[config.mk]
export PLATFORM = sky130hd
export DESIGN_NAME = otr_quant
export DESIGN_NICKNAME = d
export VERILOG_FILES = /design/src/sv/otr_pkg.sv /design/src/sv/otr_quant.sv
export SDC_FILE = /design/constraint.sdc
export NUM_CORES = 1
export LEC_CHECK = 0
export ABC_AREA = 1
export BUFFER_PORTS_ARGS = -buffer_cell sky130_fd_sc_hd__buf_4
export CORE_MARGIN = 2
export CORE_UTILIZATION = 60
export CTS_CLUSTER_SIZE = 20
export DETAILED_ROUTE_END_ITERATION = 16
export HOLD_SLACK_MARGIN = 0.02
export PLACE_DENSITY_LB_ADDON = 0.12
export SKIP_CTS_REPAIR_TIMING = 1
export SLEW_MARGIN = 20
export SYNTH_ARGS = -nofsm -noshare
export SYNTH_HDL_FRONTEND = slang
export SYNTH_SLANG_ARGS = --single-unit
[constraint.sdc]
create_clock -name clk -period 4.4 [get_ports clk]
set_input_delay 0.44 -clock clk [delete_from_list [all_inputs] [get_ports clk]]
set_output_delay 0.44 -clock clk [all_outputs]
set_load 0.005 [all_outputs]
[src/sv/otr_pkg.sv]
// ---------------------------------------------------------------------------
// otr_pkg
// Shared types and constants of the overload transient recorder.
// ---------------------------------------------------------------------------
`default_nettype none

package otr_pkg;

  localparam int unsigned IN_TDATA_W  = 72;
  localparam int unsigned OUT_TDATA_W = 72;
  localparam int unsigned CUR_W       = 20;
  localparam int unsigned MAG_W       = 19;
  localparam int unsigned STEP_W      = 16;
  localparam int unsigned CODE_W      = 8;
  localparam int unsigned PEAK_W      = 24;
  localparam int unsigned LIM_W       = 19;
  localparam int unsigned CNT_OUT_W   = 5;

  localparam logic [STEP_W-1:0] STEP_RESET = 16'd100;
  localparam logic [CODE_W-1:0] CODE_MAX   = 8'd255;

  typedef enum logic [2:0] {
    OP_SAMPLE  = 3'd0,
    OP_TRIGGER = 3'd1,
    OP_RD_HDR  = 3'd2,
    OP_RD_DATA = 3'd3,
    OP_CLEAR   = 3'd4
  } op_t;

  typedef struct packed {
    logic              start;
    logic              neg;
    logic [MAG_W-1:0]  mag;
    logic [STEP_W-1:0] step;
  } q_req_t;

  typedef struct packed {
    logic              done;
    logic [CODE_W-1:0] code;
  } q_rsp_t;

endpackage

`default_nettype wire

[src/sv/otr_quant.sv]
// ---------------------------------------------------------------------------
// otr_quant
// Iterative quantizer: code = round(mag / step), clamped to 0..255, one
// restoring divide step per cycle.
// ---------------------------------------------------------------------------
`default_nettype none

module otr_quant
  import otr_pkg::*;
(
  input  wire    clk,
  input  wire    rst_n,
  input  q_req_t req,
  output q_rsp_t rsp
);

  logic              busy_r;
  logic              first_r;
  logic [2:0]        cnt_r;
  logic [20:0]       rem_r;
  logic [24:0]       dsh_r;
  logic [6:0]        q_r;
  logic              done_r;
  logic [CODE_W-1:0] code_r;

  logic [STEP_W-1:0] step1;
  logic [20:0]       num;
  logic [16:0]       den;
  logic              ge;

  assign step1 = (req.step == '0) ? STEP_W'(1) : req.step;
  // rounding: (2*mag + step) / (2*step)
  assign num   = {1'b0, req.mag, 1'b0} + 21'(step1);
  assign den   = {step1, 1'b0};
  assign ge    = ({4'b0, rem_r} >= dsh_r);

  always_ff @(posedge clk) begin
    if (!rst_n) begin
      busy_r <= 1'b0;
      done_r <= 1'b0;
    end else begin
      done_r <= 1'b0;
      if (req.start) begin
        if (req.neg) begin
          done_r <= 1'b1;
          code_r <= '0;
        end else begin
          busy_r  <= 1'b1;
          first_r <= 1'b1;
          cnt_r   <= 3'd7;
          rem_r   <= num;
          dsh_r   <= {den, 8'b0};
          q_r     <= '0;
        end
      end else if (busy_r) begin
        if (first_r) begin
          // quotient of 256 or more saturates
          if (ge) begin
            busy_r <= 1'b0;
            done_r <= 1'b1;
            code_r <= CODE_MAX;
          end else begin
            first_r <= 1'b0;
            dsh_r   <= dsh_r >> 1;
          end
        end else begin
          if (ge) rem_r <= rem_r - dsh_r[20:0];
          q_r   <= {q_r[5:0], ge};
          dsh_r <= dsh_r >> 1;
          cnt_r <= cnt_r - 3'd1;
          if (cnt_r == 3'd0) begin
            busy_r <= 1'b0;
            done_r <= 1'b1;
            code_r <= {q_r, ge};
          end
        end
      end
    end
  end

  assign rsp.done = done_r;
  assign rsp.code = code_r;

endmodule

`default_nettype wire
Word-level counts from Yosys, hierarchy flattened
Index checks and enable logic that the tools add are counted.
{ "word_totals": {"in_bits": 39, "wordCells": 67, "out_inout_bits": 9, "ff_bits": 67} }
{ "classes": {"muxes": 40, "n_reduce_logical": 10, "n_eq_ne": 5, "magnitude_cmp": 1, "add_sub_neg": 3} }
{ "op_table": {"columns": ["op", "count"], "rows": [
  ["$mux W25", 5],
  ["$mux W21", 5],
  ["$mux W8", 6],
  ["$mux W7", 4],
  ["$ge A21 B25 Y1", 1],
  ["$add A20 B16 Y21", 1],
  ["$sub A21 B21 Y21", 1],
  ["$logic_not A16 Y1", 1],
  ["$mux W16", 1],
  ["$mux W1", 15],
  ["$mux W3", 4],
  ["$reduce_and A5 Y1", 2],
  ["$reduce_and A4 Y1", 2],
  ["$ne A2 B2 Y1 const B", 3],
  ["$reduce_bool A2 Y1", 2],
  ["$logic_not A3 Y1", 1],
  ["$ne A3 B2 Y1 const B", 1],
  ["$ne A3 B3 Y1 const B", 1],
  ["$reduce_and A3 Y1", 1],
  ["$reduce_bool A3 Y1", 1],
  ["$sub A3 B1 Y3 const B", 1]
]} }

Longest topological paths before layout
Gate-level depths: netlist of the first run.
{ "depth": {"word_depth": 5, "mapped_depth": 14, "mapped_depth_nobuf": 13} }

Worst setup path after synthesis of the first run
OpenSTA, ideal clock, no wires.
{ "synth_timing": {"kind": "reg2reg", "start": "register rem_r[12]", "end": "register dsh_r[0] (enable)", "n_path_buf": 0, "stages_incl_launch_ff": 11, "required_ps": 3985, "slack_ps": 1367, "synth_period_minus_slack_ps": 3033, "setup_ps": 415, "arrival_time_ps": 2618, "cell_sequence": "edfxtp_1 -> ha_1 -> nand2_2 -> inv_2 -> nand2_1 -> nand2_1 -> nand2_1 -> a21oi_1 -> nor2_2 -> nand2_1 -> a21oi_1"} }
{ "synth_between": {"elab_chain_len": 3} }
{ "synth_lines": {"columns": ["element", "line_no", "text"], "rows": [
  ["start, declared", "otr_quant.sv:20", "logic [20:0] rem_r;"],
  ["start signal, assigned", "otr_quant.sv:51", "rem_r <= num;"],
  ["start signal, assigned", "otr_quant.sv:67", "if (ge) rem_r <= rem_r - dsh_r[20:0];"],
  ["$ge A21 B25 Y1", "otr_quant.sv:35", "assign ge = ({4'b0, rem_r} >= dsh_r);"],
  ["$ne A3 B3 Y1 (no source line)", null, null],
  ["$reduce_and A4 Y1 (no source line)", null, null],
  ["end signal, assigned", "otr_quant.sv:52", "dsh_r <= {den, 8'b0};"],
  ["end signal, assigned", "otr_quant.sv:64", "dsh_r <= dsh_r >> 1;"],
  ["end signal, assigned", "otr_quant.sv:69", "dsh_r <= dsh_r >> 1;"],
  ["end, declared", "otr_quant.sv:21", "logic [24:0] dsh_r;"]
]} }
Every way passes these cells.
A chain may end at the register's enable or synchronous reset.

Final worst setup path of the first run
{ "layout_timing": {"start": "register dsh_r[12]", "end": "register dsh_r[7] (enable)"} }
{ "layout_between": {"elab_chain_len": 3} }
{ "layout_lines": {"columns": ["element", "line_no"], "rows": [
  ["$ge A21 B25 Y1", "otr_quant.sv:35"],
  ["$ne A3 B3 Y1 (no source line)", null],
  ["$reduce_and A4 Y1 (no source line)", null]
]} }
Every way passes these cells.

==> results of run 1 <==
==> cell usage in the layout, fill, tap and decap left out, types with 10 or more instances in the layout <==
cell type	instances
o21ai_0	43
clkbuf_8	10
nand3_1	44
a21oi_1	45
buf_4	50
inv_1	100
edfxtp_1	65
nand2_1	201
ha_1	38
nor2_1	68
==> metal layers <==
layer	vias up	global-route usage, %
li1	2337	-
met1	2153	37.5
met2	161	55.7
met3	34	5.32
met4	0	9.88
met5	-	0
==> worst max path at each step <==
stage              start       end  slack (ns)  cells after the start
2_1_floorplan  rem_r[12]  dsh_r[0]        1.37                     10
3_5_place_dp     req[36]  rem_r[0]        1.54                      8
6_report       dsh_r[12]  dsh_r[7]        1.55                     12
3_3_place_gp     req[36]  rem_r[8]        1.60                      8
5_1_grt         rem_r[4]  dsh_r[7]        1.32                     11
4_1_cts         dsh_r[4]  dsh_r[6]        1.54                     12
==> through the flow <==
stage               utilization [%]  setup WS (ns)
floorplan                         -           1.37
global placement               66.8           1.60
detailed placement             66.8           1.54
CTS                            69.0           1.54
global route                   69.0           1.32
finish                         69.0           1.55
==> flip-flops by register name (all words and copies together), names as in the netlist <==
name and count:
dsh_r 25, first_r 1, busy_r 1, done_r 1, cnt_r 3, code_r 8, q_r 7, rem_r 21
==> final cells by class <==
| class | instances | area (um2) | area share, % |
|---|---|---|---|
| clock buffers | 11 | 141 | 2.49 |
| clock inverters | 5 | 36.3 | 0.640 |
| inverters | 103 | 387 | 6.82 |
| multi-input cells | 499 | 2610 | 46.0 |
| flip-flops and latches | 67 | 1990 | 35.1 |
| well taps | 105 | 131 | 2.32 |
| repair buffers | 50 | 375 | 6.62 |
==> tightest hold or removal path, stage by stage <==
cell    delay (ns)
buf_4         0.12
inv_1         0.07
nor2_1        0.05
==> power by group <==
group | leakage, nW | internal (mW) | switching [mW] | total (mW)
combinational | 2.05 | 0.142 | 0.259 | 0.401
clock | 0.0820 | 0.221 | 0.249 | 0.469
sequential | 0.621 | 0.739 | 0.00895 | 0.748
total | 2.75 | 1.10 | 0.516 | 1.62
==> logic make-up (layout without fill, tap and decap cells) <==
| group | after synthesis | after routing |
|---|---|---|
| xor gates and xnor gates | 8 | 8 |
| buffers and inverters | 130 | 169 |
| AOI/OAI and AO/OA | 102 | 102 |
| DFF | 67 | 67 |
| adders and majority gates | 40 | 40 |
| and+or+nand+nor | 349 | 349 |
==> results, run 1 <==
- The run finished with clean final reports.
- In this run, the number of DRC markers left after iteration 0 of detailed routing was 408.
- The number of filler cells placed in the layout is 698.
- The routed wire length is 13400 um.
- The data required time of the critical path is 4.44 ns.
- The total power density per cell area is 285 nW/um2.
- The post-synthesis compound-gate area fraction is 10.8%.
- The wire length on met1 is 5560 um.
- Compared with the post-synthesis result, the final layout area differs by 11.4%.
- Across the run, the number of max-cap violations was 0.
- The CTS buffer count is 9.
- The kind of capture point of the worst setup path is a register.
- The worst-skew pair later-pin latency is 0.36 ns.
- The dominant combinational cell family by area after synthesis is simple AND/OR/NAND/NOR gates.
- The initial antenna violation count is 0.
- The pre-antenna-repair detailed-routing pass consisted of 5 iterations.
- The fraction of registers with async set/reset is 0%.
- Measured against its own limit, the worst slew margin works out to 40.6%.
- The startpoint of the worst hold path is rst_n.
- The average footprint of a synthesized cell is 7.31 um2.
- The number of warnings issued by yosys is 0.
- The hold-critical path endpoint is done_r.
- Setup repair after global routing left no endpoint under its margin.
- After Yosys synthesis, and, or, nand and nor cells account for 28.9% of the synthesized area.
- The post-synthesis cell area is 5090 um2.
- The count of nets left with antenna violations once routing finished came out at 0.
- Dividing the detail-routed via count by the number of cells gives 5.58.
- The wire length of the first global-routing pass is 21600 um.
- The total congestion overflow is 0.
- The proportion of synthesized area in mux cells is 0%.
- The total global routing track utilization is 31.0%.
- The netlist uses 38 different library cells.
- The count of buffers inserted at the top-level ports is 47.
- The analysis attributes to cell leakage a power of 2.75 nW.
- The clock passes through at most 2 buffers.
- The total via count after detailed routing is 4685.
- The routed wire length per instance is 15.9 um.
- The synthesized instance count is 696.
- Synthesis produced a netlist with a net count of 775.
- The dominant synthesized flop cell is edfxtp_1.
- Yosys attributes the largest share of cell area to edfxtp_1 (38%), nand2_1 (15%), ha_1 (9.3%).
- The clock tree from TritonCTS is yes.
- Along the worst hold path, the cell count comes to 3.
- The post-route fraction of the period consumed by the critical path is 64.8%.
- The total number of nets in the final design is 809.
- The largest net degree at the start of global routing is 85.
- The area share of the largest cell type after synthesis is 38.3%.
- The number of synthesized flops with an enable pin is 65.
- The cell at the root of the clock tree is clkbuf_8.
- The startpoint kind of the worst setup timing path is a register.
- The shortest clock period the worst path allows after layout is 2.85 ns.
- 0 antenna diodes ended up in the layout.
- The vertical extent of the die is 96.1 um.
- Sequential cells were found to cover 39.1% of the synthesized design area.
- The routed design uses 6720 um of met2 wire.
- In this run the worst path has a maximum fanout of 15.
- The total chip power is 1.62 mW.
- Hold timing on the final database bottoms out at a slack of 0.367 ns.
- The setup clock skew after layout is 0.0151 ns.
- The number of remaining DRC errors is 0.
- nand2_1 is the most common cell in the netlist.
- Including well taps, the total number of placed cells is 824.
- The die covers 9240 um2.
- The start of the worst register-to-register path is dsh_r[12].
- The cell that appears most often on the critical path is nand2_1.
- After synthesis, the most frequently instantiated cells are nand2_1 (201), inv_1 (100), nor2_1 (68).
- The number of setup violations in the final report is 0.
- The finished cells cover 5670 um2.
- The HPWL after detailed placement is 10400 um.
- The number of global-route vias before repair is 4528.
- The data arrival time of the critical path is 2.89 ns.
- The endpoint identified for the worst register-to-register timing path is dsh_r[7].
- The top cell family by delay on the critical path is simple AND/OR/NAND/NOR gates.
- For the worst flop-to-flop path, the logic depth is 12.
- After Yosys synthesis, XOR and XNOR cells account for 1.38% of the synthesized area.
- The die width is 96.1 um.
- The sum of negative setup slack is 0 ns.
- The worst setup slack for register-to-register paths is 1.55 ns.
- The critical path is of the reg2reg type.
- The I/O pin total is 48.
- The largest stage delay on the critical path is 0.55 ns.
- Walking the worst path, the cells encountered are inv_1, ha_1, nand2_2, inv_2, nand2_1, nand2_1, nand2_1, a21oi_1, nor2_2, nand2_1, a21oi_2, buf_4.
- The number of buffers and inverters on the critical path is 3.
- The highest layer touched by signal routing is met4.
- After synthesis the netlist holds a flip-flop and latch count of 67.
- The count of final max-slew check failures came to 0.
- The initial utilization of the core area, before any placement, comes to 62.0%.
- The sum of met3 wire segment lengths after detailed routing is 738 um.
- The synthesized netlist devotes 10.1% of its cell area to adder and majority cells.
- Once layout is complete, the cells apart from fillers number 840.
- The worst-case IR drop observed on VDD is 0.000126 V.
- Summing all placed instances gives a cell area of 5490 um2.
- The core outline area is 8220 um2.
- The floorplan row count is 33.
- The class of the tightest hold or removal check is in2reg.
- The slowest cell on the critical path is a21oi_2.
- The number of sinks handled by clock tree synthesis is 67.
- The congestion estimate from routability-driven global placement came to 1.04.
- For the pin with the worst max-slew slack, the measured transition is 0.890 ns.
- For this run, the top clock speed supported by timing is 351 MHz.
- Clock-pin slew was measured on the worst setup and hold paths at 0.08 ns.
- The H-tree was split into 3 levels.
- In the final layout, the share of cells above drive strength 1 is 10.6%.
- The biggest area contributor in the post-synthesis netlist is edfxtp_1.
- The count of endpoints failing hold in the final timing report is 0.
No activity file was read; power rests on OpenSTA's default activity.
==> inputs of run 2 (changes only) <==
--- a/config.mk
+++ b/config.mk
@@ -8,7 +8,7 @@
 export ABC_AREA = 1
 export BUFFER_PORTS_ARGS = -buffer_cell sky130_fd_sc_hd__buf_4
 export CORE_MARGIN = 2
-export CORE_UTILIZATION = 60
+export CORE_UTILIZATION = 55
 export CTS_CLUSTER_SIZE = 20
 export DETAILED_ROUTE_END_ITERATION = 16
 export HOLD_SLACK_MARGIN = 0.02
==> constraint.sdc (replaced) <==
create_clock -name clk -period 2.52 [get_ports clk]
set_input_delay 0.252 -clock clk [delete_from_list [all_inputs] [get_ports clk]]
set_output_delay 0.252 -clock clk [all_outputs]
set_load 0.005 [all_outputs]
==> results, run 2 (synthesized netlist as in run 1, its figures left out) <==
- In the final layout, the registers with the most flip-flops are dsh_r (25), rem_r (21), code_r (8).
- The depth of the worst register-to-register path came to 10 (-2).
- The initial antenna violation count is 0 (unchanged).
- The internal power consumption is 2.01 mW (+83%).
- The startpoint kind of the worst setup timing path is a register.
- The routability congestion estimate from global placement is 0.959 (-8.0%).
- The tightest min-delay check is of the in2reg type.
- The core outline area is 9110 um2 (+11%).
- The library cell used most frequently in the layout, excluding fill and tap cells, is nand2_1.
- The total global routing track utilization is 27.8% (-3.2 points).
- The utilization of the core after routing is 63.6% (-5.4 points).
- The number of instances on the worst hold path is 3 (unchanged).
- TritonCTS built the clock tree.
- The total congestion overflow is 0 (unchanged).
- The category of the critical setup timing path is reg2reg.
- The filler-free cell count of the finished design came to 854 (+1.7%).
- The slowest cell on the critical path is edfxtp_1.
- The flow ran to the end, and the final reports show no timing, DRC or antenna violations.
- The switching power share of the total came to 31.1% (-0.79 points).
- The CTS H-tree depth is 3 (unchanged).
- The register containing the most flip-flops in the final layout is dsh_r.
- The number of detailed-route iterations in the first pass is 5 (unchanged).
- The die width was 100 um (+4.3%).
- The total number of nets in the final design is 817 (+0.99%).
- The number of global-route vias before repair was 4563 (+0.77%).
- The sum of negative setup slack came to 0 ns (unchanged).
- The number of flip-flops under the largest register name is 25 (unchanged).
- The worst-skew pair later-pin latency is 0.35 ns (about the same).
- The worst register-to-register path ends at dsh_r[11].
- The number of filler cells placed in the layout is 823 (+18%).
- The setup clock skew after layout was 0.0144 ns (-0.000654 ns).
- The leakage power was 2.81 nW (+2.2%).
- The data arrival time of the critical path is 2.35 ns (-0.54 ns).
- The count of buffers inserted at the top-level ports came to 47 (unchanged).
- The total power density per cell area is 504 nW/um2 (+77%).
- The multi-input gate area in the final layout is 2620 um2 (+0.48%).
- The reported max-cap violation count is 0 (unchanged).
- The placed instance count is 838 (+1.7%).
- The clock slew seen by the registers of the worst setup and hold paths is 0.08 ns (about the same).
- The number of setup violations in the final report is 0 (unchanged).
- The shortest clock period the worst path allows after layout is 2.31 ns (-0.537 ns).
- The number of sinks handled by clock tree synthesis came to 67 (unchanged).
- The I/O pin total is 48 (unchanged).
- The portion of total power attributed to combinational logic is 24.4% (-0.4 points).
- The largest fanout on the critical path came to 25 (+10).
- The floorplan row count is 35 (+6.1%).
- The area of the die was 10000 um2 (+8.7%).
- The remaining number of nets flagged by the antenna check after routing is 0 (unchanged).
- The final worst-path setup slack is 0.206 ns (-1.34 ns).
- The routed wire length is 13300 um (-0.50%).
- The total chip power is 2.92 mW (+81%).
- The portion of total power attributed to sequential cells came to 44.6% (-1.6 points).
- The number of buffers between clock root and the deepest sink was 2 (unchanged).
- The number of diodes is 0 (unchanged).
- The effective utilization at floorplan is 55.9% (-6.1 points).
- The via density per instance is 5.42 (-2.9%).
- The total via count after detailed routing was 4626 (-1.3%).
- The peak supply drop is 0.000318 V (+150%).
- In this run the clock root is driven by a clkbuf_8.
- Setup repair after global routing left no endpoint under its margin.
- The largest net degree at the start of global routing is 52 (-39%).
- The HPWL after detailed placement came to 10700 um (+2.6%).
- The fraction of layout instances using a drive strength above 1 is 11.8% (+1.2 points).
- The fraction of power consumed by the clock network is 31.0% (+2.0 points).
- The switching power was 909 uW (+76%).
- The highest attainable clock frequency is 432 MHz (+23%).
- The routed wire length per instance is 15.6 um (-2.1%).
- The startpoint of the worst hold path is rst_n.
- The vertical extent of the die is 100 um (+4.3%).
- The worst setup slack for register-to-register paths was 0.21 ns (-1.34 ns).
- The number of remaining DRC errors came to 0 (unchanged).
- The post-placement cell area is 5590 um2 (+1.8%).
- The post-route cell area is 5790 um2 (+2.2%).
- The wire length of the first global-routing pass is 21700 um (+0.23%).
- The kind of capture point of the worst setup path is a register.
- The worst relative slew slack is 36.6% (-3.9 points).
- The largest stage delay on the critical path is 0.38 ns (-0.17 ns).
- The top cell types in the final layout, fill and taps aside, are nand2_1 (201), inv_1 (100), nor2_1 (68), edfxtp_1 (65), buf_4 (55).
- The CTS buffer count is 9 (unchanged).
- The pin slew with the least headroom to its limit is 0.947 ns (+0.0567 ns).
- From synthesis to final layout, the design area changed by 13.8%.
- The total area of sequential cells is 1990 um2 (unchanged).
- The start of the worst register-to-register path is dsh_r[16].
- The post-placement setup slack is 0.203 ns (-1.34 ns).
- The count of endpoints failing hold in the final timing report is 0 (unchanged).
- The post-route fraction of the period consumed by the critical path is 91.8% (+27 points).
- The data required time of the critical path is 2.56 ns (-1.88 ns).
- The count of final max-slew check failures is 0 (unchanged).
- The worst slack on hold paths is 0.158 ns (-0.208 ns).
- The signal on the critical path passes through inv_1, ha_1, nand2_1, inv_1, a21oi_1, a21oi_1, nor2_2, nand2_1, a21oi_4, buf_12.
- The number of violations reported at the end of detailed-routing iteration 0 is 253 (-38%).
- The hold-critical path endpoint is done_r.
-- run 2: changes by cell type in the layout (fill, tap and decap cells not counted), moves of 2 or more --
cell,delta
clkinvlp_4,-2
buf_12,+2
ha_1,-2
ha_2,+2
buf_4,+5
-- run 2: metal layers --
metal | routed length (um) | vias to the layer above | GRT usage (%)
met1 | 5580 | 2107 | 34.0
met3 | 763 | 30 | 4.87
met4 | 397 | 0 | 10.7
met5 | 0 | - | 0
met2 | 6550 | 134 | 48.8
li1 | - | 2355 | -
-- run 2: area by class of cell --
type | instances | area share, %
Tap cell | 111 | 2.40
Clock buffer | 10 | 2.20
Inverter | 103 | 6.67
Timing Repair Buffer | 58 | 8.01
Multi-Input combinational cell | 499 | 45.2
Clock inverter | 6 | 1.12
Sequential cell | 67 | 34.4
-- run 2: worst max-delay path, delay by kind of cell, from the launching register on --
family                     cells  cell delay, ns
and+or+nand+nor                3            0.41
adders and majority gates      1            0.28
buffers and inverters          3            0.36
AOI/OAI and AO/OA              3            0.54
DFF                            1            0.38
-- run 2: worst max-delay path by stage --
stage	startpoint	endpoint	slack [ns]	depth (start not counted)
2_1_floorplan	rem_r[17]	rem_r[0]	0.21	11
3_3_place_gp	dsh_r[17]	rem_r[8]	0.21	13
3_5_place_dp	rem_r[12]	rem_r[0]	0.20	12
4_1_cts	rem_r[17]	rem_r[1]	0.19	12
5_1_grt	rem_r[8]	rem_r[8]	0.009	10
6_report	dsh_r[16]	dsh_r[11]	0.21	10
-- run 2: power groups by stage --
stage / clock network [mW] / registers [mW] / logic [mW]
after floorplan: 0 / 1.33 / 0.476
after global placement: 0 / 1.33 / 0.692
after detailed placement: 0 / 1.33 / 0.702
after CTS: 0.911 / 1.30 / 0.706
after global routing: 0.954 / 1.31 / 0.806
final: 0.904 / 1.30 / 0.713
==> inputs of run 3 (changes only) <==
--- a/config.mk
+++ b/config.mk
@@ -5,10 +5,9 @@
 export SDC_FILE = /design/constraint.sdc
 export NUM_CORES = 1
 export LEC_CHECK = 0
-export ABC_AREA = 1
 export BUFFER_PORTS_ARGS = -buffer_cell sky130_fd_sc_hd__buf_4
 export CORE_MARGIN = 2
-export CORE_UTILIZATION = 55
+export CORE_UTILIZATION = 54
 export CTS_CLUSTER_SIZE = 20
 export DETAILED_ROUTE_END_ITERATION = 16
 export HOLD_SLACK_MARGIN = 0.02
==> constraint.sdc (replaced) <==
create_clock -name clk -period 2.52 [get_ports clk]
set_input_delay 0.252 -clock clk [delete_from_list [all_inputs] [get_ports clk]]
set_output_delay 0.252 -clock clk [all_outputs]
set_load 0.05 [all_outputs]
==> results, run 3 <==
- The run finished, with violations left.
- The checks that failed: negative setup slack.
- The post-synthesis cell area is 4700 um2 (-7.6%).
- The kind of cell with the highest combined delay along the critical path is simple AND/OR/NAND/NOR gates.
- The area share of the largest cell type after synthesis came to 41.5% (+3.2 points).
- STA classifies the critical path endpoint as a register.
- The average footprint of a synthesized cell is 9.39 um2 (+28%).
- The pin slew with the least headroom to its limit came to 0.609 ns (-0.338 ns).
- The final worst-path setup slack came to -0.0367 ns (-0.243 ns).
- The min-delay analysis places its worst path in the category in2reg.
- The data required time of the critical path is 2.64 ns (+0.08 ns).
- The total number of nets in the final design came to 660 (-19%).
- The reported max-cap violation count came to 0 (unchanged).
- The xor-xnor portion of the synthesized cell area is 6.15% (+4.8 points).
- The largest stage delay on the critical path is 0.53 ns (+0.15 ns).
- The total power density per cell area is 506 nW/um2 (+0.49%).
- The clock slew seen by the registers of the worst setup and hold paths is 0.07 ns (about the same).
- The number of synthesized register bits is 67 (unchanged).
- The CTS buffer count was 9 (unchanged).
- The initial antenna violation count was 0 (unchanged).
- The number of flip-flops under the largest register name is 25 (unchanged).
- The number of detailed-route iterations in the first pass came to 6 (+1).
- The area fraction in and, or, nand and nor cells after synthesis is 14.2% (-15 points).
- The distinct cell type count after synthesis is 56 (+47%).
- The total chip power was 3.06 mW (+4.9%).
- The most common cell in the netlist is edfxtp_1.
- The effective utilization at floorplan is 54.7% (-1.2 points).
- The die width is 97.3 um (-2.9%).
- Setup repair after global routing could not meet its margin everywhere.
- The net count of the mapped netlist is 580 (-25%).
- The register containing the most flip-flops in the final layout is dsh_r.
- The fraction of registers with async set/reset was 0% (unchanged).
- The core outline area is 8590 um2 (-5.7%).
- The number of violations reported at the end of detailed-routing iteration 0 is 200 (-21%).
- The remaining number of nets flagged by the antenna check after routing is 0 (unchanged).
- The largest individual stage delay along the critical path comes from the cell or4_4.
- The worst relative slew slack was 59.0% (+22 points).
- The post-synthesis compound-gate area fraction was 18.0% (+7.2 points).
- The number of sinks handled by clock tree synthesis is 67 (unchanged).
- Yosys attributes the largest share of cell area to edfxtp_1 (42%), ha_1 (10%), nor2_1 (4.2%).
- The HPWL after detailed placement is 8650 um (-19%).
- The proportion of synthesized area in mux cells is 2.23% (+2.2 points).
- The peak supply drop came to 0.000289 V (-9.4%).
- The largest net degree at the start of global routing was 37 (-29%).
- The synthesized instance count came to 501 (-28%).
- The shortest clock period the worst path allows after layout was 2.56 ns (+0.243 ns).
- Leaving out fill and tap cells, the most frequent cells in the layout are buf_4 (90), edfxtp_1 (65), nor2_1 (51), nand2_1 (45), o21ai_0 (35).
- The number of global-route vias before repair is 3878 (-15%).
- The count of final max-slew check failures is 0 (unchanged).
- The depth of the worst register-to-register path is 10 (unchanged).
- The largest registers in the layout are dsh_r (25), rem_r (21), code_r (8).
- The sequential share of the synthesized area was 42.4% (+3.2 points).
- The routability congestion estimate from global placement came to 0.867 (-9.6%).
- The area of the die was 9470 um2 (-5.7%).
- The most frequent standard cell in the layout excluding fill and tap cells is buf_4.
- The post-placement setup slack is -0.00251 ns (-0.206 ns).
- The worst setup slack for register-to-register paths is -0.04 ns (-0.24 ns).
- The vertical extent of the die is 97.3 um (-2.9%).
- The setup clock skew after layout is 0.00924 ns (-0.00518 ns).
- The number of setup violations in the final report came to 37 (+37).
- The path with the worst hold slack has its endpoint at busy_r.
- The dominant combinational cell family by area after synthesis is compound AO/OA/AOI/OAI gates.
- The startpoint identified for the worst hold timing path is rst_n.
- The clock tree from TritonCTS is yes.
- The total global routing track utilization came to 25.1% (-2.7 points).
- The startpoint kind of the worst setup timing path is a register.
- The number of remaining DRC errors was 0 (unchanged).
- The wire length of the first global-routing pass was 18800 um (-13%).
- The sum of negative setup slack was -0.593 ns (-0.593 ns).
- The synthesized design spends more area on one cell type than any other, namely edfxtp_1.
- The number of buffers and inverters on the critical path is 3 (unchanged).
- The number of warnings issued by yosys is 0 (unchanged).
- The endpoint identified for the worst register-to-register timing path is dsh_r[7].
- The signal on the critical path passes through ha_4, nand4_4, or4_4, o21ai_2, a211oi_2, a21oi_2, buf_4, a31oi_4, buf_6, clkbuf_16.
- The filler-free cell count of the finished design is 694 (-19%).
- The number of filler cells placed in the layout is 687 (-17%).
- The routed wire length is 11900 um (-11%).
- The total via count after detailed routing is 3986 (-14%).
- The routed wire length per instance is 17.1 um (+9.8%).
- The placed instance count is 668 (-20%).
- The worst-skew pair later-pin latency is 0.36 ns (about the same).
- Among all flip-flop cells after synthesis, the most frequent one is edfxtp_1.
- The number of synthesized flops with an enable pin was 65 (unchanged).
- In this run the critical register-to-register path is launched from rem_r[10].
- The cell sitting at the root of the clock tree is a clkbuf_8.
- The via density per instance is 5.74 (+6.0%).
- The largest fanout on the critical path is 6 (-76%).
- The count of endpoints failing hold in the final timing report is 0 (unchanged).
- The number of diodes is 0 (unchanged).
- The CTS H-tree depth was 3 (unchanged).
- The number of instances on the worst hold path was 2 (-1).
- The leakage power was 2.46 nW (-12%).
- The number of buffers between clock root and the deepest sink was 2 (unchanged).
- In the synthesized netlist, the cells that appear most often are edfxtp_1 (65), nor2_1 (53), nand2_1 (45).
- The adder-cell share of the synthesized area is 11.0% (+0.84 points).
- The fraction of layout instances using a drive strength above 1 came to 27.1% (+15 points).
- The highest attainable clock frequency is 391 MHz (-9.5%).
- The worst setup path is of the reg2reg kind.
- The post-synthesis to final-layout area growth is 28.7%.
- The total congestion overflow came to 0 (unchanged).
- The count of buffers inserted at the top-level ports is 47 (unchanged).
- The I/O pin total is 48 (unchanged).
- The data arrival time of the critical path was 2.68 ns (+0.33 ns).
- The post-route fraction of the period consumed by the critical path came to 101% (+9.6 points).
- The floorplan row count was 34 (-2.9%).
==> run 3: cell families (layout without fill, tap and decap cells) <==
family | count (synthesis) | after routing
AND/OR/NAND/NOR | 143 | 143
buffers and inverters | 70 | 155
XOR/XNOR | 33 | 33
AO/OA/AOI/OAI | 138 | 138
multiplexers | 10 | 10
adder cells (fa/ha/maj) | 40 | 40
flip-flops | 67 | 67
==> run 3: worst max path at each step <==
stage | start | slack (ns) | end | depth (start not counted)
global route | dsh_r[1] | -0.12 | dsh_r[7] | 11
global placement | dsh_r[15] | 0.02 | code_r[3] | 10
CTS | dsh_r[13] | -0.01 | code_r[6] | 10
detailed placement | rem_r[10] | -0.003 | code_r[4] | 9
floorplan | rem_r[11] | -0.07 | code_r[0] | 9
finish | rem_r[10] | -0.04 | dsh_r[7] | 10
==> run 3: area by class of cell <==
cell class | instances | area, um2 | share of cell area, %
tap | 108 | 135 | 2.23
sequential | 67 | 1990 | 32.9
inverter | 37 | 139 | 2.30
timing repair buffer | 102 | 910 | 15.0
clock buffer | 10 | 138 | 2.27
multi-input combinational | 364 | 2680 | 44.3
clock inverter | 6 | 55.1 | 0.910
==> run 3: report_power, final <==
| group | switching, mW | total, mW | internal [mW] |
|---|---|---|---|
| clock network | 0.424 | 0.898 | 0.475 |
| logic | 0.454 | 0.850 | 0.396 |
| registers | 0.0205 | 1.32 | 1.30 |
| total | 0.898 | 3.06 | 2.17 |
==> run 3: routing by layer <==
metal / wire length (um) / GRT usage (%)
met2: 5800 / 42.2
met3: 517 / 4.10
met1: 5360 / 33.7
met5: 0 / 0
met4: 184 / 7.59
==> run 3: stage by stage <==
stage | util (%) | cell area [um2] | hold slack [ns]
2_1_floorplan | - | 4780 | 0.385
3_3_place_gp | 63.9 | 5490 | 0.501
3_5_place_dp | 63.9 | 5490 | 0.514
4_1_cts | 66.2 | 5690 | 0.134
5_1_grt | 70.4 | 6050 | 0.141
6_report | 70.4 | 6050 | 0.144
